### src/design/charlieplex_led_scanner_top_macros.svh
// ----------------------------------------------------------------------------
// Charlieplex LED scanner assertion macros
// Shared concurrent assertion forms for the scanner's checks.
// ----------------------------------------------------------------------------
`ifndef CHARLIEPLEX_LED_SCANNER_TOP_MACROS_SVH
`define CHARLIEPLEX_LED_SCANNER_TOP_MACROS_SVH

// The consequent must hold in the same cycle as the antecedent.
`define CLS_ASSERT_SAME(label, clk, rst_n, ante, cons) \
    label: assert property (@(posedge clk) disable iff (!rst_n) (ante) |-> (cons)) \
        else $error("scanner check failed");

// The consequent must hold in the cycle after the antecedent.
`define CLS_ASSERT_NEXT(label, clk, rst_n, ante, cons) \
    label: assert property (@(posedge clk) disable iff (!rst_n) (ante) |=> (cons)) \
        else $error("scanner check failed");

`endif

### src/design/cls_pkg.sv
// ----------------------------------------------------------------------------
// Charlieplex LED scanner package
// Types, register indexes, pin map defaults and the pin lookup function.
// ----------------------------------------------------------------------------
`default_nettype none

package cls_pkg;

    localparam int PORT_W     = 24;
    localparam int PIN_W      = 5;
    localparam int MAP_LO_W   = 30;
    localparam int MAP_HI_W   = 25;
    localparam int CMD_W      = 2;
    localparam int POS_W      = 4;
    localparam int CFG_IDX_W  = 2;

    localparam logic [MAP_LO_W-1:0] PIN_MAP_LOW_RESET  = 30'd343083040;
    localparam logic [MAP_HI_W-1:0] PIN_MAP_HIGH_RESET = 25'd16201099;

    typedef enum logic [CMD_W-1:0] {
        CMD_TICK = 2'd0,
        CMD_SET  = 2'd1,
        CMD_FLIP = 2'd2
    } t_cmd;

    typedef enum logic [CFG_IDX_W-1:0] {
        CFG_PIN_MAP_LOW  = 2'd0,
        CFG_PIN_MAP_HIGH = 2'd1
    } t_cfg_index;

    // One-hot port bit of a line. Positions beyond the port give no bit.
    function automatic logic [PORT_W-1:0] pin_bit(
        input logic [POS_W-1:0]    line,
        input logic [MAP_LO_W-1:0] map_lo,
        input logic [MAP_HI_W-1:0] map_hi
    );
        logic [PIN_W-1:0] pos;
        logic             hit;
        hit = 1'b1;
        case (line)
            4'd0:    pos = map_lo[4:0];
            4'd1:    pos = map_lo[9:5];
            4'd2:    pos = map_lo[14:10];
            4'd3:    pos = map_lo[19:15];
            4'd4:    pos = map_lo[24:20];
            4'd5:    pos = map_lo[29:25];
            4'd6:    pos = map_hi[4:0];
            4'd7:    pos = map_hi[9:5];
            4'd8:    pos = map_hi[14:10];
            4'd9:    pos = map_hi[19:15];
            4'd10:   pos = map_hi[24:20];
            default: begin
                pos = '0;
                hit = 1'b0;
            end
        endcase
        if (hit && (pos < PIN_W'(PORT_W))) begin
            pin_bit = PORT_W'(1) << pos;
        end else begin
            pin_bit = '0;
        end
    endfunction

endpackage

`default_nettype wire

### src/design/charlieplex_led_scanner_top.sv
// An accepted item is held in the input register and moves into the result register
// once the result register is empty or being emptied.
// Throughput: one item per cycle while the receiver takes results, set by the single
// input register and the single result register with the work between them.
// Reset (synchronous, active low) clears both image buffers, the buffer
// select, the scan counters and the port vectors; the pin map takes defaults.
// ----------------------------------------------------------------------------
// Charlieplex LED scanner top level
// Scans a double-buffered image onto a charlieplexed matrix, one LED a tick.
// ----------------------------------------------------------------------------
`default_nettype none

module charlieplex_led_scanner_top #(
    parameter int GRID_SIZE = 10
) (
    input  wire logic                          i_clk,
    input  wire logic                          i_rst_n,

    input  wire logic                          i_in_valid,
    output logic                               o_in_ready,
    input  wire logic [cls_pkg::CMD_W-1:0]     i_cmd,
    input  wire logic [cls_pkg::POS_W-1:0]     i_row,
    input  wire logic [cls_pkg::POS_W-1:0]     i_col,
    input  wire logic                          i_led_on,

    output logic                               o_out_valid,
    input  wire logic                          i_out_ready,
    output logic [cls_pkg::PORT_W-1:0]         o_drive_enable,
    output logic [cls_pkg::PORT_W-1:0]         o_drive_level,

    input  wire logic                          i_cfg_valid,
    output logic                               o_cfg_ready,
    input  wire logic [cls_pkg::CFG_IDX_W-1:0] i_cfg_index,
    input  wire logic [cls_pkg::MAP_LO_W-1:0]  i_cfg_data
);

    import cls_pkg::*;

    `include "charlieplex_led_scanner_top_macros.svh"

    // Lines run from 0 to GRID_SIZE, columns from 0 to GRID_SIZE-1.
    localparam int NUM_WORDS = GRID_SIZE + 1;
    localparam int LINE_W    = $clog2(GRID_SIZE + 1);
    localparam int COL_W     = $clog2(GRID_SIZE);

    typedef logic [GRID_SIZE-1:0] t_word;

    // Input register: the accepted item waits here until the result register can take it.
    logic                 r_s1_valid;
    t_cmd                 r_s1_cmd;
    logic [POS_W-1:0]     r_s1_row;
    logic [POS_W-1:0]     r_s1_col;
    logic                 r_s1_led_on;

    // Result register. The port vectors double as the last pin state, so a
    // non-tick item simply repeats them.
    logic                 r_out_valid;
    logic [PORT_W-1:0]    r_last_enable;
    logic [PORT_W-1:0]    r_last_level;
    logic [PORT_W-1:0]    n_last_enable;
    logic [PORT_W-1:0]    n_last_level;

    // Image buffers and scan state.
    t_word                r_store_a [NUM_WORDS];
    t_word                r_store_b [NUM_WORDS];
    t_word                n_store_a [NUM_WORDS];
    t_word                n_store_b [NUM_WORDS];
    logic                 r_front_select;
    logic                 n_front_select;
    logic [LINE_W-1:0]    r_scan_line;
    logic [LINE_W-1:0]    n_scan_line;
    logic [COL_W-1:0]     r_scan_column;
    logic [COL_W-1:0]     n_scan_column;

    logic [MAP_LO_W-1:0]  r_pin_map_low;
    logic [MAP_HI_W-1:0]  r_pin_map_high;

    logic                 w_adv;
    logic                 w_set_ok;
    logic [LINE_W-1:0]    w_set_word;
    logic [COL_W-1:0]     w_set_bit;
    t_word                w_front_word;
    logic                 w_lit;
    logic [PORT_W-1:0]    w_line_bit;
    logic [PORT_W-1:0]    w_col_bit;
    logic [PORT_W-1:0]    w_tick_enable;
    logic [PORT_W-1:0]    w_tick_level;

    // Terms used by the checks at the end of the module.
    logic                 w_non_tick;
    logic [2*PORT_W-1:0]  w_pins;
    logic                 w_scan_ok;
    logic                 w_out_stall;

    // The item in the input register moves on whenever the result register
    // is empty or is being emptied in this cycle.
    assign w_adv       = r_s1_valid && (!r_out_valid || i_out_ready);
    assign o_in_ready  = !r_s1_valid || w_adv;
    assign o_cfg_ready = 1'b1;

    assign o_out_valid    = r_out_valid;
    assign o_drive_enable = r_last_enable;
    assign o_drive_level  = r_last_level;

    // A set outside the grid is dropped. Diagonal LEDs live in the last word.
    assign w_set_ok   = (r_s1_row < POS_W'(GRID_SIZE)) && (r_s1_col < POS_W'(GRID_SIZE));
    assign w_set_word = (r_s1_row == r_s1_col) ? LINE_W'(GRID_SIZE) : r_s1_col[LINE_W-1:0];
    assign w_set_bit  = r_s1_row[COL_W-1:0];

    // Tick: the scan line is always driven, the column line only when the
    // front image has that bit lit. On the last line the polarity flips.
    assign w_front_word  = r_front_select ? r_store_b[r_scan_line] : r_store_a[r_scan_line];
    assign w_lit         = w_front_word[r_scan_column];
    assign w_line_bit    = pin_bit(POS_W'(r_scan_line), r_pin_map_low, r_pin_map_high);
    assign w_col_bit     = pin_bit(POS_W'(r_scan_column), r_pin_map_low, r_pin_map_high);
    assign w_tick_enable = w_line_bit | (w_lit ? w_col_bit : '0);
    assign w_tick_level  = (r_scan_line != LINE_W'(GRID_SIZE))
                         ? (w_tick_enable & ~w_line_bit)
                         : (w_tick_enable & w_line_bit);

    always_comb begin
        n_store_a      = r_store_a;
        n_store_b      = r_store_b;
        n_front_select = r_front_select;
        n_scan_line    = r_scan_line;
        n_scan_column  = r_scan_column;
        n_last_enable  = r_last_enable;
        n_last_level   = r_last_level;
        if (w_adv) begin
            case (r_s1_cmd)
                CMD_TICK: begin
                    n_last_enable = w_tick_enable;
                    n_last_level  = w_tick_level;
                    if (r_scan_column == COL_W'(GRID_SIZE - 1)) begin
                        n_scan_column = '0;
                        if (r_scan_line == LINE_W'(GRID_SIZE)) begin
                            n_scan_line = '0;
                        end else begin
                            n_scan_line = r_scan_line + LINE_W'(1);
                        end
                    end else begin
                        n_scan_column = r_scan_column + COL_W'(1);
                    end
                end
                CMD_SET: begin
                    // The back buffer is the one not on show.
                    for (int i = 0; i < NUM_WORDS; i++) begin
                        if (w_set_ok && (w_set_word == LINE_W'(i))) begin
                            if (r_front_select) begin
                                n_store_a[i][w_set_bit] = r_s1_led_on;
                            end else begin
                                n_store_b[i][w_set_bit] = r_s1_led_on;
                            end
                        end
                    end
                end
                CMD_FLIP: begin
                    n_front_select = !r_front_select;
                end
                default: begin
                end
            endcase
        end
    end

    always_ff @(posedge i_clk) begin
        if (!i_rst_n) begin
            r_s1_valid     <= 1'b0;
            r_out_valid    <= 1'b0;
            r_front_select <= 1'b0;
            r_scan_line    <= '0;
            r_scan_column  <= '0;
            r_last_enable  <= '0;
            r_last_level   <= '0;
            r_pin_map_low  <= PIN_MAP_LOW_RESET;
            r_pin_map_high <= PIN_MAP_HIGH_RESET;
            for (int i = 0; i < NUM_WORDS; i++) begin
                r_store_a[i] <= '0;
                r_store_b[i] <= '0;
            end
        end else begin
            if (o_in_ready) begin
                r_s1_valid <= i_in_valid;
            end
            if (w_adv) begin
                r_out_valid <= 1'b1;
            end else if (i_out_ready) begin
                r_out_valid <= 1'b0;
            end
            r_front_select <= n_front_select;
            r_scan_line    <= n_scan_line;
            r_scan_column  <= n_scan_column;
            r_last_enable  <= n_last_enable;
            r_last_level   <= n_last_level;
            r_store_a      <= n_store_a;
            r_store_b      <= n_store_b;
            if (i_cfg_valid) begin
                case (t_cfg_index'(i_cfg_index))
                    CFG_PIN_MAP_LOW:  r_pin_map_low  <= i_cfg_data;
                    CFG_PIN_MAP_HIGH: r_pin_map_high <= i_cfg_data[MAP_HI_W-1:0];
                    default: begin
                    end
                endcase
            end
        end
    end

    // Payload of the input register needs no reset.
    always_ff @(posedge i_clk) begin
        if (i_in_valid && o_in_ready) begin
            r_s1_cmd    <= t_cmd'(i_cmd);
            r_s1_row    <= i_row;
            r_s1_col    <= i_col;
            r_s1_led_on <= i_led_on;
        end
    end

    assign w_non_tick  = w_adv && (r_s1_cmd != CMD_TICK);
    assign w_pins      = {r_last_enable, r_last_level};
    assign w_scan_ok   = (r_scan_column <= COL_W'(GRID_SIZE - 1))
                      && (r_scan_line <= LINE_W'(GRID_SIZE));
    assign w_out_stall = r_s1_valid && r_out_valid && !i_out_ready;

    // An item other than a tick (a set, a flip or an unused command) never disturbs the pins.
    `CLS_ASSERT_NEXT(a_non_tick_holds, i_clk, i_rst_n, w_non_tick, $stable(w_pins))
    // A driven level is only ever on a pin that is enabled.
    `CLS_ASSERT_SAME(a_level_in_enable, i_clk, i_rst_n, 1'b1, (o_drive_level & ~o_drive_enable) == '0)
    // The scan counters stay inside the grid.
    `CLS_ASSERT_SAME(a_scan_in_range, i_clk, i_rst_n, 1'b1, w_scan_ok)
    // Input is refused only while both registers are full and the output stalls.
    `CLS_ASSERT_SAME(a_ready_low_cause, i_clk, i_rst_n, !o_in_ready, w_out_stall)

endmodule

`default_nettype wire

### config.mk
export PLATFORM = sky130hd
export DESIGN_NAME = charlieplex_led_scanner_top
export DESIGN_NICKNAME = d
export VERILOG_FILES = /design/src/design/cls_pkg.sv /design/src/design/charlieplex_led_scanner_top.sv
export VERILOG_INCLUDE_DIRS = /design/src /design/src/design
export SDC_FILE = /design/constraint.sdc
export NUM_CORES = 1
export LEC_CHECK = 0
export BUFFER_PORTS_ARGS = -buffer_cell sky130_fd_sc_hd__buf_2
export CAP_MARGIN = 0
export CORE_MARGIN = 2
export CORE_UTILIZATION = 45
export DETAILED_ROUTE_END_ITERATION = 10
export PLACE_DENSITY_LB_ADDON = 0.25
export SYNTH_ARGS = -nofsm -noshare
export SYNTH_HDL_FRONTEND = slang
export SYNTH_SLANG_ARGS = --single-unit
### constraint.sdc
create_clock -name i_clk -period 2.7 [get_ports i_clk]
set_input_delay 0.54 -clock i_clk [delete_from_list [all_inputs] [get_ports i_clk]]
set_output_delay 0.54 -clock i_clk [all_outputs]
set_load 0.02 [all_outputs]
==> impl_results.md, run 1 <==
- Post-synth top area share: 0.378
- Residual DRC count: 0
- Crit path capture type: flip-flop
- Worst R2R Start: r_scan_line[0]
- Setup ws final: -0.195 ns
- CP max stage cell: mux4_2
- Num CTS Buffers: 39
- Cell Area, Synth: 0.0177 mm²
- Setup-failing EPs final: 47
- Chip height: 202 µm
- Max incr delay on CP: 0.50 ns
- # rows: 72
- EDFF count, synth: 11
- Detailed router's first-iteration violation count: 1605
- Core area: just under 0.04 mm²
- Clock power frac: 0.468
- Top Family by Delay on Critical Path: buffers and inverters
- Crit path from: r_scan_line[0]
- Ys async rst share: 0
- Die area: about 0.041 mm²
- Crit start category: flip-flop
- Vias in the first global route: 15.7k
- MaxCap Viol Count: 0
- Fin nets: 2302
- Synth-to-Final Area Change: 24.0%
- Clk sinks: 345
- Hold Startpoint: i_col[3]
- DR pass1 iterations: 6
- Measured slew at the worst slew-check pin: around 0.8 ns
- Post-route clock skew: 0.0185 ns
- Pint: 8.59 mW
- Most frequent cells in the layout: 366 x nand2_1, 329 x dfxtp_1, 192 x buf_4
- FMAX: 345 MHz
- Max clock buf depth: 3
- Worst vdd ir: 0.000428 V
- Die width: 202 µm
- Initial antenna violation count: 0
- Worst path required time: 3.15 ns
- Switch share: 0.245
- Worst rel slew slack: 0.456
- Initial core utilization: 0.457
- Top cells by area, synth: dfxtp_1 38%, mux2i_1 8.4%, nand2_1 7.8%, nor2b_1 5.0%, a21boi_0 4.9%
- Post-layout util: 0.566
- Vias per cell: 5.88
- First-pass GRT wire length: 90.6 mm
- Max Slew Vio Count: 0
- Most frequent CP cell: buf_6
- Post-Place Cell Area: 0.0199 mm²
- Detailed-route wire length per cell: 20.9 µm
- Final Cell Area: 0.0219 mm²
- Failing checks: setup timing
- GR Util All Layers: 0.281
- Leakage: slightly above 8 nW
- Comb power frac: 0.070
- Multi-input logic area: 0.0103 mm²
- Most common cell after layout, fill and taps aside: nand2_1
- Fin cells: 2801
- Cells along the critical path: buf_12 > buf_6 > mux4_2 > nand2_1 > nand2_1 > o21ai_2 > o22ai_2 > o32ai_4 > nand4_4 > buf_6 > buf_6 > nand3_4 > buf_4 > o21ai_1
- Register area: 0.00703 mm²
- Routed Antenna Nets: 0
- Most area-hungry cell type in the Yosys netlist: dfxtp_1
- Routed Wire Length: 58.6 mm
- Ys flop type: dfxtp_1
- CP Max Fanout: 11
- ANT cells: 0
- Yosys warning total: 0
- Final RePlAce weighted congestion: about 0.96
- Detailed Place HPWL: 39.5 mm
- Syn Inst Count: 2060
- Largest net degree at the start of global routing: approximately 160
- Clock slew at reported path FFs: about 0.060 ns
- Layout cell share with drive strength beyond 1: 0.239
- Total number of vias: 16.5k
- Fill cells: 3433
- Remaining global-route overflow: 0
- Period utilization: 1.07
- RSZ-0062 raised after global routing: yes
- Synthesized area per cell: approximately 8.6 µm²
- Root buf cell: clkbuf_16
- CTS tree: built
- CP Buf/Inv Count: 5
- HP Class: in2reg
- Power density cells: between 500 and 600 mW/mm²
- Sw Pwr: 2.78 mW
- Sequential area share after synthesis: 0.397
- Syn nets: 2108
- Setup Crit Path Kind: reg2reg
- Run status: complete, but fails checks
- Netlist cell types: 81
- Final Hold Violating Endpoints: 0
- IO buf count: 97
- Fin crit period: 2.89 ns
- Arr. time, crit path: 3.34 ns
- IO Count: 99
- Yosys reg bits: 345
- Power share of the sequential group: 0.462
- Inst Count DP: 2710
- Worst-Skew Late Latency: 0.57 ns
- CTS H-tree lvls: 2
## power groups by stage
stage / clock network, mW / logic, mW / registers (mW)
4_1_cts: 5.40 / 0.762 / 5.26
3_5_place_dp: 0 / 0.736 / 5.37
3_3_place_gp: 0 / 0.729 / 5.37
5_1_grt: 5.61 / 0.850 / 5.26
6_report: 5.32 / 0.796 / 5.26
2_1_floorplan: 0 / 0.417 / 5.37
## synthesized netlist by cell type (26+ instances only)
master    number
a21boi_0     116
a21oi_1       56
a31oi_1       31
and2_1        29
clkbuf_1     121
dfxtp_1      334
mux2i_1      149
mux4_2        37
nand2_1      369
nand3_1       94
nand4_1       46
nor2_1       102
nor2b_1      141
nor3_1        26
o21ai_0      109
## repair_timing
| item | CTS | global route |
|---|---|---|
| pin swaps | 7 | 11 |
| setup endpoints to repair | 66 | 55 |
| setup buffers | 12 | 8 |
| resized for setup | 59 | 57 |
| cloned | 2 | 0 |
| hold buffers | 0 | 0 |
## worst paths after layout
| path | endpoint | slack, ns | cells past startpoint |
|---|---|---|---|
| worst max-delay path | o_drive_level[23] | -0.19 | 14 |
| worst min-delay path | r_s1_col[3] | 0.15 | 1 |
| worst max register to register | o_drive_level[23] | -0.19 | 14 |
| worst min register to register | r_store_b[25] | 0.46 | 2 |
## area by class of cell
cell class,count,area share
clock inverter,12,0.00473
sequential,345,0.320
inverter,12,0.00217
multi-input combinational,1524,0.469
tap,518,0.0295
clock buffer,58,0.0533
timing repair buffer,332,0.121
## registers in the layout, indices dropped and copies added (netlist names), 2 cells and up
name	flops
r_s1_row	4
o_drive_enable	24
r_pin_map_high	25
r_s1_col	4
o_drive_level	24
r_scan_line	4
r_s1_cmd	2
r_scan_column	4
r_store_a	110
r_pin_map_low	30
r_store_b	110
## per-layer routing
layer | vias up | share of wire | track usage
li1 | 7659 | - | -
met1 | 7937 | 0.44 | 0.401
met2 | 744 | 0.43 | 0.414
met3 | 130 | 0.092 | 0.0651
met4 | 0 | 0.031 | 0.0998
met5 | - | 0 | 0
## kinds of logic after synthesis
| group | Yosys count | share of synthesized area |
|---|---|---|
| and+or+nand+nor | 871 | 0.238 |
| buffers and inverters | 191 | 0.0480 |
| muxes | 205 | 0.144 |
| xor gates and xnor gates | 7 | 0.00347 |
| AOI/OAI and AO/OA | 440 | 0.170 |
| DFF | 345 | 0.397 |
| other | 1 | 0.000212 |
## per-stage QoR
stage / power, mW / hold WS (ns) / setup TNS, ns / setup slack, ns
global placement: 6.10 / 0.437 / -13.73 / -0.421
finish: 11.4 / 0.145 / -4.58 / -0.195
detailed placement: 6.10 / 0.443 / -15.23 / -0.391
CTS: 11.4 / 0.123 / -2.69 / -0.156
floorplan: 5.78 / 0.424 / 0 / 0.205
global route: 11.7 / 0.134 / -8.96 / -0.276
No activity file was read; power rests on OpenSTA's default activity.
==> inputs of run 2 (changes only) <==
--- a/config.mk
+++ b/config.mk
@@ -8,8 +8,10 @@
 export LEC_CHECK = 0
 export BUFFER_PORTS_ARGS = -buffer_cell sky130_fd_sc_hd__buf_2
 export CAP_MARGIN = 0
+export CELL_PAD_IN_SITES_DETAIL_PLACEMENT = 2
+export CELL_PAD_IN_SITES_GLOBAL_PLACEMENT = 2
 export CORE_MARGIN = 2
-export CORE_UTILIZATION = 45
+export CORE_UTILIZATION = 38
 export DETAILED_ROUTE_END_ITERATION = 10
 export PLACE_DENSITY_LB_ADDON = 0.25
 export SYNTH_ARGS = -nofsm -noshare
==> impl_results.md, run 2 (synthesis results as in run 1) <==
- Hold Slack: 0.146 ns (+0.000368 ns)
- Synth-to-Final Area Change: 26.2%
- Most frequent cells in the layout: 363 x nand2_1, 330 x dfxtp_1, 232 x buf_4
- Detailed router's first-iteration violation count: 1845 (+15%)
- Run status: complete, but fails checks
- Power density cells: 530 mW/mm² (+2.1%)
- CP Max Fanout: 8 (-3)
- Most frequent CP cell: buf_12
- Regs by FF count: r_store_a (110), r_store_b (110), r_pin_map_low (30)
- Final RePlAce weighted congestion: 0.947 (-1.7%)
- Clock slew at reported path FFs: 0.08 ns (+0.02 ns)
- Total number of vias: 18.5k (+13%)
- Period utilization: 1.28 (+0.207)
- Largest net degree at the start of global routing: 127 (-19%)
- Setup ws final: -0.755 ns (-0.560 ns)
- Clk sinks: 345 (unchanged)
- GR Util All Layers: 0.326 (+0.0455)
- Final Cell Area: 0.0223 mm² (+1.7%)
- Most common cell after layout, fill and taps aside: nand2_1
- Worst-Skew Late Latency: 0.60 ns (+0.03 ns)
- Vias in the first global route: 19.2k (+22%)
- Crit start category: flip-flop
- MaxCap Viol Count: 0 (unchanged)
- Crit path capture type: flip-flop
- Initial antenna violation count: 2 (+2)
- Chip height: 220 µm (+8.6%)
- Failing checks: setup timing
- CTS tree: built
- Root buf cell: clkbuf_16
- Final Hold Violating Endpoints: 0 (unchanged)
- Remaining global-route overflow: 0 (unchanged)
- Leakage: 8.40 nW (+2.4%)
- Fin nets: 2336 (+1.5%)
- Place WS: -0.506 ns (-0.115 ns)
- Fin crit period: 3.45 ns (+0.560 ns)
- # rows: 79 (+9.7%)
- IO Count: 99 (unchanged)
- Initial core utilization: 0.382 (-0.0742)
- RSZ-0062 raised after global routing: yes
- Setup-failing EPs final: 109 (+130%)
- Post-Place Cell Area: 0.0201 mm² (+1.1%)
- Fill cells: 4902 (+43%)
- Max clock buf depth: 3 (unchanged)
- Worst rel slew slack: 0.514 (+0.0581)
- CTS H-tree lvls: 2 (unchanged)
- Worst path required time: 3.15 ns (about the same)
- First-pass GRT wire length: 120 mm (+33%)
- IO buf count: 97 (unchanged)
- Setup TNS: -36.21 ns (-31.62 ns)
- Arr. time, crit path: 3.91 ns (+0.57 ns)
- DR pass1 iterations: 5 (-1)
- Num CTS Buffers: 41 (+5.1%)
- Post-route clock skew: 0.0434 ns (+0.0249 ns)
- Core area: 0.0463 mm² (+19%)
- CP max stage cell: dfxtp_4
- Routed Antenna Nets: 0 (unchanged)
- Detailed Place HPWL: 50.9 mm (+29%)
- HP Class: in2reg
- Max Slew Vio Count: 0 (unchanged)
- Worst reg-to-reg setup slack: -0.75 ns (-0.56 ns)
- Die width: 220 µm (+8.6%)
- Die area: 0.0483 mm² (+18%)
- Cells along the critical path: buf_8 > buf_12 > buf_2 > nand2b_4 > o22ai_1 > o21ai_1 > nand4_1 > a32o_2 > o32ai_4 > nand4_4 > buf_12 > clkbuf_16 > nand3_1 > a31oi_1
- Max incr delay on CP: 0.45 ns (-0.05 ns)
- Setup Crit Path Kind: reg2reg
- Detailed-route wire length per cell: 31.6 µm (+51%)
- Routed Wire Length: 92.5 mm (+58%)
- Vias per cell: 6.33 (+7.7%)
- Layout cell share with drive strength beyond 1: 0.253 (+0.0136)
- Worst vdd ir: 0.000510 V (+19%)
- Measured slew at the worst slew-check pin: 0.726 ns (-0.0887 ns)
- Count of hold-fix buffers inserted at cts: 0 (unchanged)
- Residual DRC count: 0 (unchanged)
- FMAX: 289 MHz (-16%)
run 2: power breakdown:
group	internal, mW	switching [mW]	total, mW
Sequential	5.18	0.0826	5.27
Clock	3.13	2.51	5.64
Combinational	0.314	0.594	0.909
Total	8.63	3.19	11.8
run 2: layer usage:
layer,routed length (µm),up-vias,global-route usage
li1,-,7720,-
met1,37800,9610,0.425
met5,13,-,0
met4,4140,2,0.128
met3,6000,296,0.0522
met2,44500,904,0.540
run 2: layout make-up:
class / instances / area [µm²] / share of cell area
antenna: 1 / 2.50 / 0.000112
clock buffer: 62 / 1190 / 0.0532
clock inverter: 11 / 88.8 / 0.00398
inverter: 12 / 47.5 / 0.00213
multi-input combinational: 1524 / 10300 / 0.463
sequential: 345 / 7030 / 0.315
tap: 607 / 759 / 0.0340
timing repair buffer: 364 / 2860 / 0.128
run 2: critical path: cells and delay by family (launching register included):
family,cells,cell delay (ns)
compound gates,5,1.25
flops,1,0.45
simple gates,4,0.70
buf+inv,5,0.90
run 2: what timing repair did:
item / CTS / global route
endpoints found under the setup margin: 73 / 160
pin swaps: 5 / 22
setup buffers: 10 / 24
resized for setup: 56 / 63
cloned: 1 / 4
run 2: per-stage QoR:
step | instances | util | total power [mW]
after floorplan | 2060 | - | 5.78
after global placement | 2813 | 0.435 | 6.10
after detailed placement | 2813 | 0.435 | 6.14
after CTS | 2897 | 0.470 | 11.6
after global routing | 2925 | 0.482 | 12.1
final | 2926 | 0.482 | 11.8
run 2: path summary, 6_finish.rpt:
check / startpoint / end / depth (start not counted)
setup / recovery: r_scan_line[0] / o_drive_enable[10] / 14
setup reg to reg: r_scan_line[0] / o_drive_enable[10] / 14
hold / removal: i_cmd[1] / r_s1_cmd[1] / 1
hold reg to reg: r_store_b[21] / r_store_b[21] / 2
